$ cat config.mk
export PLATFORM = sky130hd
export DESIGN_NAME = psc_coef_regs
export DESIGN_NICKNAME = d
export VERILOG_FILES = /design/src/psc_pkg.sv /design/src/psc_coef_regs.sv
export SDC_FILE = /design/constraint.sdc
export NUM_CORES = 1
export LEC_CHECK = 0
export ABC_AREA = 1
export BUFFER_PORTS_ARGS = -buffer_cell sky130_fd_sc_hd__buf_2
export CAP_MARGIN = 20
export CORE_MARGIN = 1.5
export CORE_UTILIZATION = 40
export CTS_CLUSTER_DIAMETER = 50
export DETAILED_ROUTE_END_ITERATION = 8
export HOLD_SLACK_MARGIN = 0.03
export PLACE_DENSITY = 0.65
export REMOVE_ABC_BUFFERS = 1
export SETUP_SLACK_MARGIN = 0.4
export SYNTH_ARGS = -nofsm -noshare
export SYNTH_HDL_FRONTEND = slang
export SYNTH_SLANG_ARGS = --single-unit
$ cat constraint.sdc
create_clock -name clk -period 1.94 [get_ports clk]
set_clock_uncertainty 0.2 [all_clocks]
set_input_delay 0.582 -clock clk [delete_from_list [all_inputs] [get_ports clk]]
set_output_delay 0.582 -clock clk [all_outputs]
set_load 0.03 [all_outputs]
$ cat src/psc_pkg.sv
`timescale 1ns / 1ps
`default_nettype none

package psc_pkg;

  // field widths
  localparam int COEF_W      = 16;
  localparam int RAW_W       = 24;
  localparam int PRES_W      = 32;
  localparam int TEMP_W      = 19;
  localparam int REG_INDEX_W = 3;

  // register stages from input to output register
  localparam int NUM_STAGES = 10;

  // calibration words
  typedef struct packed {
    logic [COEF_W-1:0] sensitivity;
    logic [COEF_W-1:0] offset;
    logic [COEF_W-1:0] sensitivity_temp;
    logic [COEF_W-1:0] offset_temp;
    logic [COEF_W-1:0] reference_temp;
    logic [COEF_W-1:0] temperature;
  } coefs_t;

  localparam coefs_t COEFS_RESET = '{
    sensitivity:      16'd34982,
    offset:           16'd36352,
    sensitivity_temp: 16'd20328,
    offset_temp:      16'd22354,
    reference_temp:   16'd26646,
    temperature:      16'd26146
  };

  // configuration register indexes
  typedef enum logic [REG_INDEX_W-1:0] {
    REG_SENSITIVITY      = 3'd0,
    REG_OFFSET           = 3'd1,
    REG_SENSITIVITY_TEMP = 3'd2,
    REG_OFFSET_TEMP      = 3'd3,
    REG_REFERENCE_TEMP   = 3'd4,
    REG_TEMPERATURE      = 3'd5
  } reg_index_t;

  // temperature band constants, expressed on dtemp = temp - 2000
  localparam logic signed [19:0] TEMP_BASE   = 20'sd2000;
  localparam logic signed [19:0] VL_BIAS     = 20'sd3500;
  localparam logic signed [18:0] VLOW_DTEMP  = -19'sd3600;

  // output temperature clamp
  localparam logic signed [20:0] TEMP_MIN = -21'sd262144;
  localparam logic signed [20:0] TEMP_MAX = 21'sd262143;

endpackage

`default_nettype wire

$ cat src/psc_coef_regs.sv
`timescale 1ns / 1ps
`default_nettype none

module psc_coef_regs (
  input  logic                               clk,
  input  logic                               rst,
  input  logic                               cfg_write,
  input  logic [psc_pkg::REG_INDEX_W-1:0]    cfg_index,
  input  logic [psc_pkg::COEF_W-1:0]         cfg_data,
  output psc_pkg::coefs_t                    coefs
);

  // calibration word bank, unknown indexes are ignored
  always_ff @(posedge clk) begin
    if (rst) begin
      coefs <= psc_pkg::COEFS_RESET;
    end else if (cfg_write) begin
      case (psc_pkg::reg_index_t'(cfg_index))
        psc_pkg::REG_SENSITIVITY:      coefs.sensitivity      <= cfg_data;
        psc_pkg::REG_OFFSET:           coefs.offset           <= cfg_data;
        psc_pkg::REG_SENSITIVITY_TEMP: coefs.sensitivity_temp <= cfg_data;
        psc_pkg::REG_OFFSET_TEMP:      coefs.offset_temp      <= cfg_data;
        psc_pkg::REG_REFERENCE_TEMP:   coefs.reference_temp   <= cfg_data;
        psc_pkg::REG_TEMPERATURE:      coefs.temperature      <= cfg_data;
        default: begin
        end
      endcase
    end
  end

endmodule

`default_nettype wire

==> reports/qor.csv <==
metric,value,unit
outcome,finished clean,
fin crit period,1.65,ns
core area,0.00885,sq mm
CP endpoint,coefs[91],
# diodes,0,
Longest Clk Path Bufs,2,
clk slew on worst S/H paths,0.09,ns
final net count,658,
final setup violation count,0,
Biggest register,coefs,
IO Pins,118,
num rows,34,
pin count of the biggest net entering global routing,97,
Area contributors post-synth,"dfxtp_1, nand2_1, nand3_1, nor2_1, nor2_4",
Cells after Synth,513,
Highest Clock Rate,0.605,GHz
DR pass1 iterations,4,
gr usage total,22.4,%
"slowest stage delay, CP",0.37,ns
DRT iter0 DRCs,125,
Fin. Hold Viols,0,
critical path cell sequence,buf_6,
Worst R2R Start,coefs[7],
Root Buffer,clkbuf_8,
vias in the first global route,3557,
CTS tree,done,
clock sinks,96,
top_reg_cell synth,dfxtp_1,
Mapped Avg Cell Area,7.25,sq um
worst slack at placement,0.0558,ns
total of max-cap violations,0,
Max VDD drop,0.368,mV
Area Growth Syn to Fin,46.2,%
H-tree Lvls,3,
CP Depth,1,
arrival time at the worst endpoint,0.87,ns
DR DRC count,0,
crit path kind,register to output pin,
Largest register FFs,96,
Synth area leader,dfxtp_1,
Pleak,0.00253,uW
Post-DP HPWL,7.45,mm
worst-path maximum fanout,2,
Overall Power,4000,uW
worst r2r path cells,3,
routed length per instance,14.2,um
Worst Setup End Kind,output pin,
fraction of registers with async set or reset after synthesis,0,%
fin. max-slew vios,0,
critical path buffer and inverter count,1,
later-pin clock latency in the skew report,0.37,ns
reg2reg end,coefs[7],
Worst Path Required,1.16,ns
die area,0.00988,sq mm
#FFs+latches synth,96,
"Cell Area, Synth",0.00372,sq mm
Vias/cell,4.91,
Post-Route WL,10.6,mm
first-pass GRT wire length,17.5,mm
Synth cell types,14,
die outline width,99.4,um
relative slew slack,73.6,%
filler cell count,816,
initial antenna violation count,0,
post-route clock period utilization,85.2,%
Post-synth EDFFs,0,
Worst path slowest cell,dfxtp_2,
origin of the worst setup path,coefs[91],
Detail Route Antenna Nets,0,
fraction of layout cells with a size suffix above 1,41.5,%
port buffer count,117,
via count,3678,
Pwr Density,736,mW/mm^2
FF-to-FF setup slack,1.05,ns
"Largest delay share family, worst path",flip-flops,
die height,99.4,um
Largest regs,coefs x96,
post-synthesis sequential area ratio,51.7,%
"top cells by count, synth","nand2_1, nor2_1, dfxtp_1, nand3_1, inv_1",
Final GP Congestion,0.868,
Worst Max-Slew Pin Slew,0.396,ns
Ys Warns,0,
"count leader, synth",nand2_1,
cts bufs inserted,9,
top cell type's share of synthesized area,51.7,%
Critical Path Start Type,register,
initial core utilization,42.0,%
GRT Residual Overflow,0,
final worst setup slack,0.288,ns
RSZ-0062 raised after global routing,true,
hold crit path type,input pin to register,
-- metrics by stage --
| step | cell area, sq um | setup TNS (ns) | utilization (%) | std cells | hold WS [ns] |
|---|---|---|---|---|---|
| after floorplan | 3580 | -59.92 | - | 487 | 0.396 |
| after global placement | 4490 | 0 | 50.7 | 729 | 0.236 |
| after detailed placement | 4490 | 0 | 50.7 | 729 | 0.242 |
| after CTS | 5410 | 0 | 61.2 | 747 | 0.242 |
| after global routing | 5440 | 0 | 61.4 | 749 | 0.260 |
| final | 5440 | 0 | 61.4 | 749 | 0.254 |
-- power by group --
part	internal, uW	leakage (uW)	switching [uW]
Clock	517	0.0000899	732
Combinational	249	0.00165	395
Sequential	2050	0.000792	53.6
-- layer usage --
layer	wire length, um	vias up	global-route usage, %
met5	0	-	0
met4	107	0	4.66
met3	794	8	6.54
met2	5090	131	37.2
met1	4630	1699	29.2
li1	-	1840	-
-- worst min path at each step --
stage / from / end / slack [ns] / cells after the start
2_1_floorplan: coefs[33] / coefs[33] / 0.40 / 2
3_5_place_dp: coefs[5] / coefs[5] / 0.24 / 2
4_1_cts: cfg_data[4] / coefs[20] / 0.24 / 3
3_3_place_gp: coefs[44] / coefs[44] / 0.24 / 2
5_1_grt: cfg_data[12] / coefs[44] / 0.26 / 3
6_report: cfg_data[12] / coefs[44] / 0.25 / 3
-- timing repair --
item | CTS | global route
pin swaps | 0 | 1
hold buffers | 0 | 0
endpoints found under the setup margin | 96 | 123
buffers inserted | 2 | 2
resized for setup | 288 | 4
-- layout by cell type (no fill, tap or decap) --
cell type / instances
inv_2: 1
inv_1: 21
clkinv_1: 1
nor2_1: 116
nand3_1: 96
nand2_1: 141
dfxtp_2: 96
buf_6: 96
buf_12: 5
nor2_2: 2
nor2_4: 8
buf_4: 16
inv_6: 3
clkinvlp_4: 2
buf_2: 21
clkinv_4: 1
clkbuf_8: 10
nand2_2: 5
-- logic make-up after synthesis --
kind of cell | after synthesis | share of synthesized area [%]
buf+inv | 49 | 6.12
simple gates | 368 | 42.2
flops | 96 | 51.7
-- cell type report --
class	instances	area [sq um]	share of cell area [%]
Clock buffer	10	138	2.53
Multi-Input combinational cell	368	1580	29.0
Inverter	23	86.3	1.59
Tap cell	108	135	2.49
Clock inverter	6	50.0	0.921
Timing Repair Buffer	138	1410	25.9
Sequential cell	96	2040	37.6
(Power assumes the default switching activity.)
